$ cat src/gpbc_pkg.sv
`default_nettype none

package gpbc_pkg;

   // Blend mode codes held in the configuration register
   typedef enum logic [2:0] {
      MODE_NORMAL     = 3'd0,
      MODE_MULTIPLY   = 3'd1,
      MODE_SCREEN     = 3'd2,
      MODE_DARKEN     = 3'd3,
      MODE_LIGHTEN    = 3'd4,
      MODE_DIFFERENCE = 3'd5
   } blend_mode_type;

   localparam int PIXEL_W = 8;
   localparam int MODE_W  = 3;

   // Full-scale pixel value and the composite normalizer (255 squared)
   localparam logic [PIXEL_W-1:0] PIXEL_MAX = 8'd255;
   localparam logic [23:0]        NORM      = 24'd65025;
   localparam logic [17:0]        NORM_X1   = 18'd65025;
   localparam logic [17:0]        NORM_X2   = 18'd130050;

   // Rounding bias that turns a floor division by 255 into a ceiling
   localparam logic [16:0] CEIL_BIAS = 17'd254;

endpackage

`default_nettype wire

$ cat src/gpbc_channels.sv
`default_nettype none

// Pixel request channel
interface gpbc_req_if;
   logic                        valid;
   logic                        ready;
   logic [gpbc_pkg::PIXEL_W-1:0] source_pixel;
   logic [gpbc_pkg::PIXEL_W-1:0] backdrop_pixel;
   logic [gpbc_pkg::PIXEL_W-1:0] alpha_value;
   logic                        last_pixel;

   modport source (output valid, source_pixel, backdrop_pixel, alpha_value, last_pixel,
                   input ready);
   modport sink   (input valid, source_pixel, backdrop_pixel, alpha_value, last_pixel,
                   output ready);
endinterface

// Composited pixel response channel
interface gpbc_rsp_if;
   logic                        valid;
   logic                        ready;
   logic [gpbc_pkg::PIXEL_W-1:0] result_pixel;
   logic                        end_of_image;

   modport source (output valid, result_pixel, end_of_image, input ready);
   modport sink   (input valid, result_pixel, end_of_image, output ready);
endinterface

// Blend mode register write channel
interface gpbc_csr_if;
   logic                       valid;
   logic                       ready;
   logic [gpbc_pkg::MODE_W-1:0] blend_mode;

   modport source (output valid, blend_mode, input ready);
   modport sink   (input valid, blend_mode, output ready);
endinterface

`default_nettype wire

$ cat src/gray_pixel_blend_composite_unit.sv
// Gray pixel blend and composite unit.
//
// Each request on req_bus carries one grayscale source pixel, backdrop pixel
// and alpha, plus a last-pixel mark. The unit blends source and backdrop by
// the mode in its one register, then composites the blend with both layers
// weighted by alpha and 255 - alpha, and returns one response on rsp_bus
// with the 8-bit result and the end-of-image mark copied from the request.
//
// Throughput is one request per clock while rsp_bus keeps taking responses.
// The six register stages are products of the inputs, the blend value, the
// weighted products, their sum, a quotient estimate with its remainder, and
// the corrected quotient.
// Every stage holds its own valid bit, so an empty stage keeps accepting
// while the response waits: a stalled receiver fills the bubbles first and
// then backs req_bus.ready off, with nothing lost or repeated.
//
// csr_bus writes the blend mode; it is always ready and should be written
// only while no request is in flight. Synchronous reset empties every stage
// and sets the mode to normal.
`default_nettype none

module gray_pixel_blend_composite_unit (
   input  wire logic      clock,
   input  wire logic      reset,
   gpbc_req_if.sink       req_bus,
   gpbc_rsp_if.source     rsp_bus,
   gpbc_csr_if.sink       csr_bus
);

   // Floor division by 255, exact for values below 65280
   function automatic logic [7:0] div255(input logic [16:0] x);
      logic [16:0] t;
      t = x + 17'd1 + {8'd0, x[16:8]};
      return t[15:8];
   endfunction

   // Configuration register
   gpbc_pkg::blend_mode_type mode_ff;

   assign csr_bus.ready = 1'b1;

   always_ff @(posedge clock) begin
      if (reset) begin
         mode_ff <= gpbc_pkg::MODE_NORMAL;
      end else if (csr_bus.valid) begin
         mode_ff <= gpbc_pkg::blend_mode_type'(csr_bus.blend_mode);
      end
   end

   // Stage valid bits and per-stage advance
   logic v1_ff, v2_ff, v3_ff, v4_ff, v5_ff, v6_ff;
   logic en1, en2, en3, en4, en5, en6;

   assign en6 = !v6_ff || rsp_bus.ready;
   assign en5 = !v5_ff || en6;
   assign en4 = !v4_ff || en5;
   assign en3 = !v3_ff || en4;
   assign en2 = !v2_ff || en3;
   assign en1 = !v1_ff || en2;

   assign req_bus.ready = en1;

   always_ff @(posedge clock) begin
      if (reset) begin
         v1_ff <= 1'b0;
         v2_ff <= 1'b0;
         v3_ff <= 1'b0;
         v4_ff <= 1'b0;
         v5_ff <= 1'b0;
         v6_ff <= 1'b0;
      end else begin
         if (en1) v1_ff <= req_bus.valid;
         if (en2) v2_ff <= v1_ff;
         if (en3) v3_ff <= v2_ff;
         if (en4) v4_ff <= v3_ff;
         if (en5) v5_ff <= v4_ff;
         if (en6) v6_ff <= v5_ff;
      end
   end

   // Stage 1: pixel product and the three alpha weights
   logic [15:0] prod_ff, aa1_ff, bb1_ff, ab1_ff;
   logic [7:0]  cs1_ff, cb1_ff;
   logic        last1_ff;
   logic [7:0]  beta_in;

   assign beta_in = gpbc_pkg::PIXEL_MAX - req_bus.alpha_value;

   always_ff @(posedge clock) begin
      if (en1) begin
         prod_ff  <= 16'(req_bus.backdrop_pixel) * 16'(req_bus.source_pixel);
         aa1_ff   <= 16'(req_bus.alpha_value) * 16'(req_bus.alpha_value);
         bb1_ff   <= 16'(beta_in) * 16'(beta_in);
         ab1_ff   <= 16'(req_bus.alpha_value) * 16'(beta_in);
         cs1_ff   <= req_bus.source_pixel;
         cb1_ff   <= req_bus.backdrop_pixel;
         last1_ff <= req_bus.last_pixel;
      end
   end

   // Stage 2: blend value by mode
   logic [7:0]  blend_in, blend2_ff, cs2_ff, cb2_ff;
   logic [15:0] aa2_ff, bb2_ff, ab2_ff;
   logic        last2_ff;
   logic [7:0]  mul_q, ceil_q;
   logic [8:0]  screen_sum;

   always_comb begin
      mul_q      = div255({1'b0, prod_ff});
      ceil_q     = div255({1'b0, prod_ff} + gpbc_pkg::CEIL_BIAS);
      screen_sum = 9'(cb1_ff) + 9'(cs1_ff) - 9'(ceil_q);
      case (mode_ff)
         gpbc_pkg::MODE_NORMAL:     blend_in = cs1_ff;
         gpbc_pkg::MODE_MULTIPLY:   blend_in = mul_q;
         gpbc_pkg::MODE_SCREEN:     blend_in = screen_sum[7:0];
         gpbc_pkg::MODE_DARKEN:     blend_in = (cb1_ff < cs1_ff) ? cb1_ff : cs1_ff;
         gpbc_pkg::MODE_LIGHTEN:    blend_in = (cb1_ff > cs1_ff) ? cb1_ff : cs1_ff;
         gpbc_pkg::MODE_DIFFERENCE: blend_in = (cb1_ff > cs1_ff) ? cb1_ff - cs1_ff
                                                                 : cs1_ff - cb1_ff;
         default:                   blend_in = 8'd0;
      endcase
   end

   always_ff @(posedge clock) begin
      if (en2) begin
         blend2_ff <= blend_in;
         aa2_ff    <= aa1_ff;
         bb2_ff    <= bb1_ff;
         ab2_ff    <= ab1_ff;
         cs2_ff    <= cs1_ff;
         cb2_ff    <= cb1_ff;
         last2_ff  <= last1_ff;
      end
   end

   // Stage 3: weighted products
   logic [23:0] pbb_ff, paa_ff, pab_ff;
   logic        last3_ff;

   always_ff @(posedge clock) begin
      if (en3) begin
         pbb_ff   <= 24'(bb2_ff) * 24'(cb2_ff);
         paa_ff   <= 24'(aa2_ff) * 24'(cs2_ff);
         pab_ff   <= 24'(ab2_ff) * 24'(blend2_ff);
         last3_ff <= last2_ff;
      end
   end

   // Stage 4: accumulate; the sum never exceeds 255 * 65025
   logic [25:0] sum_in;
   logic [23:0] acc_ff;
   logic        last4_ff;

   assign sum_in = 26'(pbb_ff) + 26'(paa_ff) + 26'(pab_ff);

   always_ff @(posedge clock) begin
      if (en4) begin
         acc_ff   <= sum_in[23:0];
         last4_ff <= last3_ff;
      end
   end

   // Stage 5: quotient estimate by shift, at most two short of the true value
   logic [7:0]  q0_in, q5_ff;
   logic [23:0] rem_in;
   logic [17:0] rem5_ff;
   logic        last5_ff;

   assign q0_in  = acc_ff[23:16];
   assign rem_in = acc_ff - 24'(q0_in) * gpbc_pkg::NORM;

   always_ff @(posedge clock) begin
      if (en5) begin
         q5_ff    <= q0_in;
         rem5_ff  <= rem_in[17:0];
         last5_ff <= last4_ff;
      end
   end

   // Stage 6: correct the estimate from the remainder
   logic [7:0] q_in, result_ff;
   logic       last6_ff;

   assign q_in = q5_ff + 8'(rem5_ff >= gpbc_pkg::NORM_X1)
                       + 8'(rem5_ff >= gpbc_pkg::NORM_X2);

   always_ff @(posedge clock) begin
      if (en6) begin
         result_ff <= q_in;
         last6_ff  <= last5_ff;
      end
   end

   assign rsp_bus.valid        = v6_ff;
   assign rsp_bus.result_pixel = result_ff;
   assign rsp_bus.end_of_image = last6_ff;

endmodule

`default_nettype wire

$ cat src/flat_wrapper.sv
// flat-port wrapper written by rule: the top's interface ports become plain ports
module gray_pixel_blend_composite_unit_flat 
  (clock, reset, req_bus_valid, req_bus_source_pixel, req_bus_backdrop_pixel, req_bus_alpha_value, req_bus_last_pixel, req_bus_ready, rsp_bus_valid, rsp_bus_result_pixel, rsp_bus_end_of_image, rsp_bus_ready, csr_bus_valid, csr_bus_blend_mode, csr_bus_ready);
  gpbc_req_if req_bus_i ();
  gpbc_rsp_if rsp_bus_i ();
  gpbc_csr_if csr_bus_i ();
  input  wire logic clock;
  input  wire logic reset;
  input wire logic [$bits(req_bus_i.valid)-1:0] req_bus_valid;
  input wire logic [$bits(req_bus_i.source_pixel)-1:0] req_bus_source_pixel;
  input wire logic [$bits(req_bus_i.backdrop_pixel)-1:0] req_bus_backdrop_pixel;
  input wire logic [$bits(req_bus_i.alpha_value)-1:0] req_bus_alpha_value;
  input wire logic [$bits(req_bus_i.last_pixel)-1:0] req_bus_last_pixel;
  output wire logic [$bits(req_bus_i.ready)-1:0] req_bus_ready;
  output wire logic [$bits(rsp_bus_i.valid)-1:0] rsp_bus_valid;
  output wire logic [$bits(rsp_bus_i.result_pixel)-1:0] rsp_bus_result_pixel;
  output wire logic [$bits(rsp_bus_i.end_of_image)-1:0] rsp_bus_end_of_image;
  input wire logic [$bits(rsp_bus_i.ready)-1:0] rsp_bus_ready;
  input wire logic [$bits(csr_bus_i.valid)-1:0] csr_bus_valid;
  input wire logic [$bits(csr_bus_i.blend_mode)-1:0] csr_bus_blend_mode;
  output wire logic [$bits(csr_bus_i.ready)-1:0] csr_bus_ready;
  assign req_bus_i.valid = req_bus_valid;
  assign req_bus_i.source_pixel = req_bus_source_pixel;
  assign req_bus_i.backdrop_pixel = req_bus_backdrop_pixel;
  assign req_bus_i.alpha_value = req_bus_alpha_value;
  assign req_bus_i.last_pixel = req_bus_last_pixel;
  assign req_bus_ready = req_bus_i.ready;
  assign rsp_bus_valid = rsp_bus_i.valid;
  assign rsp_bus_result_pixel = rsp_bus_i.result_pixel;
  assign rsp_bus_end_of_image = rsp_bus_i.end_of_image;
  assign rsp_bus_i.ready = rsp_bus_ready;
  assign csr_bus_i.valid = csr_bus_valid;
  assign csr_bus_i.blend_mode = csr_bus_blend_mode;
  assign csr_bus_ready = csr_bus_i.ready;
  gray_pixel_blend_composite_unit u_core (.clock(clock), .reset(reset), .req_bus(req_bus_i), .rsp_bus(rsp_bus_i), .csr_bus(csr_bus_i));
endmodule
$ cat config.mk
export PLATFORM = sky130hd
export DESIGN_NAME = gray_pixel_blend_composite_unit_flat
export DESIGN_NICKNAME = d
export VERILOG_FILES = /design/src/gpbc_pkg.sv /design/src/gpbc_channels.sv /design/src/gray_pixel_blend_composite_unit.sv /design/src/flat_wrapper.sv
export SDC_FILE = /design/constraint.sdc
export NUM_CORES = 2
export LEC_CHECK = 0
export BUFFER_PORTS_ARGS = -buffer_cell sky130_fd_sc_hd__buf_4
export CAP_MARGIN = 0
export CORE_AREA = 3 3 282 284
export DETAILED_ROUTE_END_ITERATION = 8
export DIE_AREA = 0 0 285 287
export PLACE_DENSITY = 0.56
export SKIP_LAST_GASP = 1
export SYNTH_ARGS = -nofsm -noshare
export SYNTH_HDL_FRONTEND = slang
export SYNTH_SLANG_ARGS = --single-unit
$ cat constraint.sdc
create_clock -name clock -period 5.9 [get_ports clock]
set_input_delay 0.295 -clock clock [delete_from_list [all_inputs] [get_ports clock]]
set_output_delay 0.295 -clock clock [all_outputs]
set_load 0.01 [all_outputs]
Word level (Yosys, flattened, before mapping)
Cells that the tools add are included.
Storage, ports and cells
  output and inout bits: 12
  RAM bits: 0
  register bits after elaboration: 297
  word-level logic and storage cells: 81
  memories: 0
  latch bits: 0
  memory bits (read-only): 0
  bits of input ports: 33
Cells by class
  magnitude comparators: 4
  add/subtract/negate cells: 15
  shift-type cells: 0
  multipliers: 8
  bitwise gates (word level): 0
  reductions and logical operators: 13
  multiplexer cells: 4
  equal/unequal tests: 5
  divide/modulo/power cells: 0
Operators by type and width (count)
  16-bit by 8-bit multiplier with 24-bit output: 3
  8-bit by 8-bit multiplier with 16-bit output: 4
  24-bit adder: 2
  8-bit one-hot mux with 6 select lines: 1
  16-bit by 1-bit adder with 16-bit output, second input constant: 2
  8-bit two-way mux: 3
  8-bit subtractor: 3
  18-bit by 16-bit >= comparator with 1-bit output, second input constant: 1
  18-bit by 17-bit >= comparator with 1-bit output, second input constant: 1
  8-bit by 16-bit multiplier with 18-bit output, second input constant: 1
  18-bit subtractor: 1
  16-bit by 8-bit adder with 17-bit output, second input constant: 1
  16-bit by 8-bit adder with 16-bit output: 1
  16-bit by 9-bit adder with 16-bit output: 1
  8-bit by 1-bit adder with 8-bit output: 2
  8-bit adder: 1
  8-bit greater-than comparator: 1
  8-bit less-than comparator: 1
  8-bit subtractor, first input constant: 1
  3-bit by 2-bit == test with 1-bit output, second input constant: 2
  3-bit == test, second input constant: 2
  1-bit logical NOT: 6
  1-bit logical OR: 6
  3-bit by 1-bit == test with 1-bit output, second input constant: 1
  3-bit logical NOT: 1

Longest topological paths before layout
  depth in word-level cells: 7
  depth in mapped cells: 26
  gate-level depth less buffers: 25

Worst setup path after synthesis
OpenSTA, ideal clock, no wires.
  path kind: reg2reg
  start: register u_core.prod_ff[5]
  end: register u_core.blend2_ff[6] (data pin)
  data required time: 5639 ps
  path buffers: 1
  arrival time: 5542 ps
  clock period less this slack: 5803 ps
  stages on the path, launching flop included: 26
  setup time: 261 ps
  path slack: 97 ps
  path through: edfxtp_1 nor3_4 nand3_2 nand4_1 xor2_1 inv_1 ha_1 a21o_1 a2111oi_0 o211a_1 o21bai_2 a21oi_2 or3_1 buf_2 and2_1 fa_1 inv_1 ha_1 nor2b_1 o21ai_0 a21boi_0 o21a_1 or3_1 a311oi_1 nor3_1 a221o_1
On the way
  cells in the longest elaborated chain, start to end: 5
  elaborated cells between the ends (all ways): 7
  those cells by class: 6 x add/sub; 1 x mux
Ends and longest elaborated chain
  start, declared: RTL line gray_pixel_blend_composite_unit.sv:82  | logic [15:0] prod_ff, aa1_ff, bb1_ff, ab1_ff;
  start signal, assigned: RTL line gray_pixel_blend_composite_unit.sv:91  | prod_ff <= 16'(req_bus.backdrop_pixel) * 16'(req_bus.source_pixel);
  16-bit by 8-bit adder with 17-bit output: RTL line gray_pixel_blend_composite_unit.sv:110  | ceil_q = div255({1'b0, prod_ff} + gpbc_pkg::CEIL_BIAS);
  16-bit by 1-bit adder with 16-bit output: RTL line gray_pixel_blend_composite_unit.sv:33  | t = x + 17'd1 + {8'd0, x[16:8]};
  16-bit by 9-bit adder with 16-bit output: RTL line gray_pixel_blend_composite_unit.sv:33
  8-bit subtractor: RTL line gray_pixel_blend_composite_unit.sv:111  | screen_sum = 9'(cb1_ff) + 9'(cs1_ff) - 9'(ceil_q);
  8-bit one-hot mux with 6 select lines *: RTL line gray_pixel_blend_composite_unit.sv:112  | case (mode_ff)
  end signal, assigned: RTL line gray_pixel_blend_composite_unit.sv:126  | blend2_ff <= blend_in;
  end, declared: RTL line gray_pixel_blend_composite_unit.sv:102  | logic [7:0] blend_in, blend2_ff, cs2_ff, cb2_ff;
Mark *: on every way between the ends. The rest lies on a longest branch, timed or not.
A chain may end at the register's enable or synchronous reset.

Worst setup path after layout
  start: register u_core.prod_ff[1]
  end: register u_core.blend2_ff[7] (data pin)
The elaborated chain is that of the path after synthesis.

==> results.txt <==
----------------------------------------------------
[Finish]
  Final core occ ... a little under half
  Share of cells above drive strength 1 ... 5.30%
  Fill count ... 7318
  Post-route cell area ... between 30000 and 40000 um2
  Layout area overhead ... 9.18%
  NumNets Final ... 3994
  Area taken by flip-flops and latches ... 8620 um2
  Antenna diode count ... 0
  Area of the multi-input gates ... 21600 um2

[Floorplan]
  Row Count ... 102
  Area enclosed by the die boundary ... about 82000 um2
  Core ar. ... 77300 um2
  Number of primary I/O pins ... 45
  Die X ... 285 um
  Effective utilization at floorplan ... 41.9%
  Chip height ... ~290 um

[Drt]
  Number of routed nets with antenna violations ... 0
  Routed vias ... 21500
  Number of DRC markers after the initial detailed-route iteration ... 995
  Routed len/inst ... roughly 17 um
  Drc violations ... 0
  Pre-antenna DRT Iters ... 7
  Vias per Instance ... 5.09
  Total routed wirelength ... 72500 um

[Global routing]
  GR Util All Layers ... a little under a fifth
  Wire length of the first global-routing pass ... 120000 um
  Grt ovf ... 0
  Antenna violations before repair ... 0
  Vias in the first global route ... ~23000
  Maximum number of pins on one net before global-route repair ... 73

[STA]
  Slew at the pin with the worst max-slew slack ... 1160 ps
  Peak clock frequency supported by timing ... roughly 180 MHz
  Worst rel slew slack ... 22.5%
  Setup-violating endpoint count in the final report ... 0
  Setup WS post-layout ... 310 ps
  Clock period minus final worst setup slack ... 5590 ps
  RSZ-0062 raised after global routing ... false
  Final Hold Viols ... 0
  Post-route worst hold slack ... 34.4 ps
  Fin Clk Skew ... 32.6 ps
  Total count of max-transition violations in the final report ... 0
  Period utilization ... between 90% and 100%

[Yosys]
  Post-synthesis register bit count ... 290
  Synthesized netlist net count ... 3938
  Cell area after synthesis ... 32400 um2
  Mean Syn Cell Area ... 10.4 um2
  Number of synthesis warnings ... 0
  Most used flip-flop cell after synthesis ... sky130_fd_sc_hd__edfxtp_1
  EDFF count, synth ... between 200 and 300
  Distinct cells, synth ... 85
  Sequential share of the synthesized area ... 26.6%
  Synthesized instance count ... 3106
  Proportion of register bits with asynchronous set or reset after synthesis ... 0%

[CTS]
  Count of clock tree sinks ... 290
  Max Buffers Root-to-Sink ... 3
  Clock-pin slew on the worst setup and hold paths ... 50 ps
  Count of buffers added by post-CTS timing repair for setup ... 0
  Total number of H-tree levels ... 2
  Worst-Skew Late Latency ... around 570 ps
  Clock tree from TritonCTS ... done
  Library cell used as clock root buffer ... sky130_fd_sc_hd__clkbuf_16
  Total clock buffers created by CTS ... 38

[Placement]
  Gp weighted congestion ... 0.898
  Pre-CTS worst setup slack ... -52.6 ps
  Half-perimeter wire length after placement ... 58200 um
  Number of port buffers ... 43
  Area post-placement ... 33900 um2

[Run]
  Reported max-cap violation count ... 0

[Critical path]
  Kind of launch point of the worst setup path ... flip-flop
  Worst setup EP type ... flip-flop
  Critical Path AT ... 5890 ps
  Crit-path leading delay family ... compound AO/OA/AOI/OAI gates
  Highest net fanout along the worst path ... 5
  Crit path max-delay cell type ... sky130_fd_sc_hd__fa_1
  CP max stage delay ... between 500 and 600 ps
  Required time at the worst-slack endpoint ... 6200 ps
  WS Path Type ... flip-flop to flip-flop
  Buffers & Inverters on Critical Path ... 4

[Min path]
  Worst min path class ... input port to flip-flop

[Outcome]
  Outcome ... complete, no violations

----------------------------------------------------
==> layout by cell type (no fill, tap or decap), drive strengths merged, types with 6 or more instances in the layout <==
cell type and instances:
inv 520, fa 400, ha 399, nand2 291, edfxtp 281, and2 236
nor2 171, xnor2 142, a21oi 100, buf 58, o21ai 58, xor2 48
clkbuf 42, nand3 40, nor3 38, a21o 28, o21a 26, nor2b 25
nand2b 20, dlygate4sd3 18, clkinv 18, nand4 14, a31oi 14, or2 13
o21bai 13, and3 12, or3 11, mux2i 11, a211oi 9, dfxtp 9
o41ai 9, o211ai 7, a21boi 7, o31ai 6, nand3b 6, o221ai 6
==> worst register-to-register path: cells and delay by family (launching register included) <==
family	cells	cell delay [ps]
AOI/OAI and AO/OA	10	2240
xor gates and xnor gates	4	540
adders and majority gates	4	1380
buffers and inverters	4	440
DFF	1	420
and+or+nand+nor	3	310
==> cells in the mapped netlist (11+ instances only) <==
cell / instances / area share [%]
sky130_fd_sc_hd__a21o_1: 28 / 0.65
sky130_fd_sc_hd__a21oi_1: 99 / 1.5
sky130_fd_sc_hd__a31oi_1: 13 / 0.25
sky130_fd_sc_hd__and2_1: 236 / 4.6
sky130_fd_sc_hd__and3_1: 11 / 0.21
sky130_fd_sc_hd__clkbuf_1: 48 / 0.56
sky130_fd_sc_hd__edfxtp_1: 281 / 26
sky130_fd_sc_hd__fa_1: 400 / 25
sky130_fd_sc_hd__ha_1: 399 / 15
sky130_fd_sc_hd__inv_1: 514 / 6.0
sky130_fd_sc_hd__mux2i_1: 11 / 0.34
sky130_fd_sc_hd__nand2_1: 290 / 3.4
sky130_fd_sc_hd__nand2b_1: 20 / 0.39
sky130_fd_sc_hd__nand3_1: 38 / 0.59
sky130_fd_sc_hd__nand4_1: 14 / 0.27
sky130_fd_sc_hd__nor2_1: 169 / 2.0
sky130_fd_sc_hd__nor2b_1: 25 / 0.48
sky130_fd_sc_hd__nor3_1: 36 / 0.56
sky130_fd_sc_hd__o21a_1: 26 / 0.60
sky130_fd_sc_hd__o21ai_0: 57 / 0.88
sky130_fd_sc_hd__o21bai_1: 12 / 0.28
sky130_fd_sc_hd__or2_2: 13 / 0.25
sky130_fd_sc_hd__or3_1: 11 / 0.21
sky130_fd_sc_hd__xnor2_1: 142 / 3.8
sky130_fd_sc_hd__xor2_1: 47 / 1.3
==> layer usage <==
| metal | global-route usage [%] | wire [um] |
|---|---|---|
| met1 | 23.4 | 31700 |
| met2 | 33.1 | 36900 |
| met3 | 1.95 | 2510 |
| met4 | 4.15 | 1430 |
| met5 | 0 | 0 |
==> what timing repair did <==
action                                  CTS  global route
gates resized for setup                   1             6
hold endpoints to repair                 19             0
hold buffers                             18             0
pin swaps                                 0             0
endpoints found under the setup margin    2             4
==> state kept, by name, summed over array words and instances (netlist names), 15 cells and up <==
signal,flops
u_core.acc_ff,24
u_core.paa_ff,24
u_core.pbb_ff,24
u_core.pab_ff,23
u_core.rem5_ff,18
u_core.prod_ff,16
u_core.aa1_ff,15
u_core.aa2_ff,15
u_core.ab1_ff,15
u_core.ab2_ff,15
u_core.bb1_ff,15
u_core.bb2_ff,15
==> layout make-up <==
| type | instances | area share (%) |
|---|---|---|
| clock inverter | 27 | 0.792 |
| inverter | 517 | 5.49 |
| timing repair buffer | 76 | 1.74 |
| tap | 1040 | 3.68 |
| sequential | 290 | 24.4 |
| clock buffer | 42 | 2.79 |
| multi-input combinational | 2239 | 61.1 |
==> final timing paths <==
check | from | to | slack (ps) | cells past startpoint
hold / removal | req_bus_backdrop_pixel[2] | u_core.cb1_ff[2] | 30 | 1
setup / recovery | u_core.prod_ff[1] | u_core.blend2_ff[7] | 310 | 25
hold reg to reg | u_core.ab1_ff[12] | u_core.ab2_ff[12] | 420 | 0
setup reg to reg | u_core.prod_ff[1] | u_core.blend2_ff[7] | 310 | 25
==> metrics by stage <==
step / setup TNS, ps / cells
2_1_floorplan: 0 / 3106
3_3_place_gp: 0 / 4144
3_5_place_dp: -88.1 / 4144
4_1_cts: 0 / 4231
5_1_grt: 0 / 4231
6_report: 0 / 4231
==> logic make-up after synthesis <==
| group | Yosys count | synth area share, % |
|---|---|---|
| simple gates | 890 | 13.6 |
| mux | 15 | 0.479 |
| other cells | 1 | 0.0116 |
| fa+ha+maj | 799 | 40.1 |
| compound gates | 344 | 7.18 |
| buf+inv | 577 | 6.80 |
| flops | 290 | 26.6 |
| xor+xnor | 190 | 5.16 |
Power is left out: the tool's default activity adds up to more than one toggle a clock period on the data nets, which glitch-free logic cannot reach.
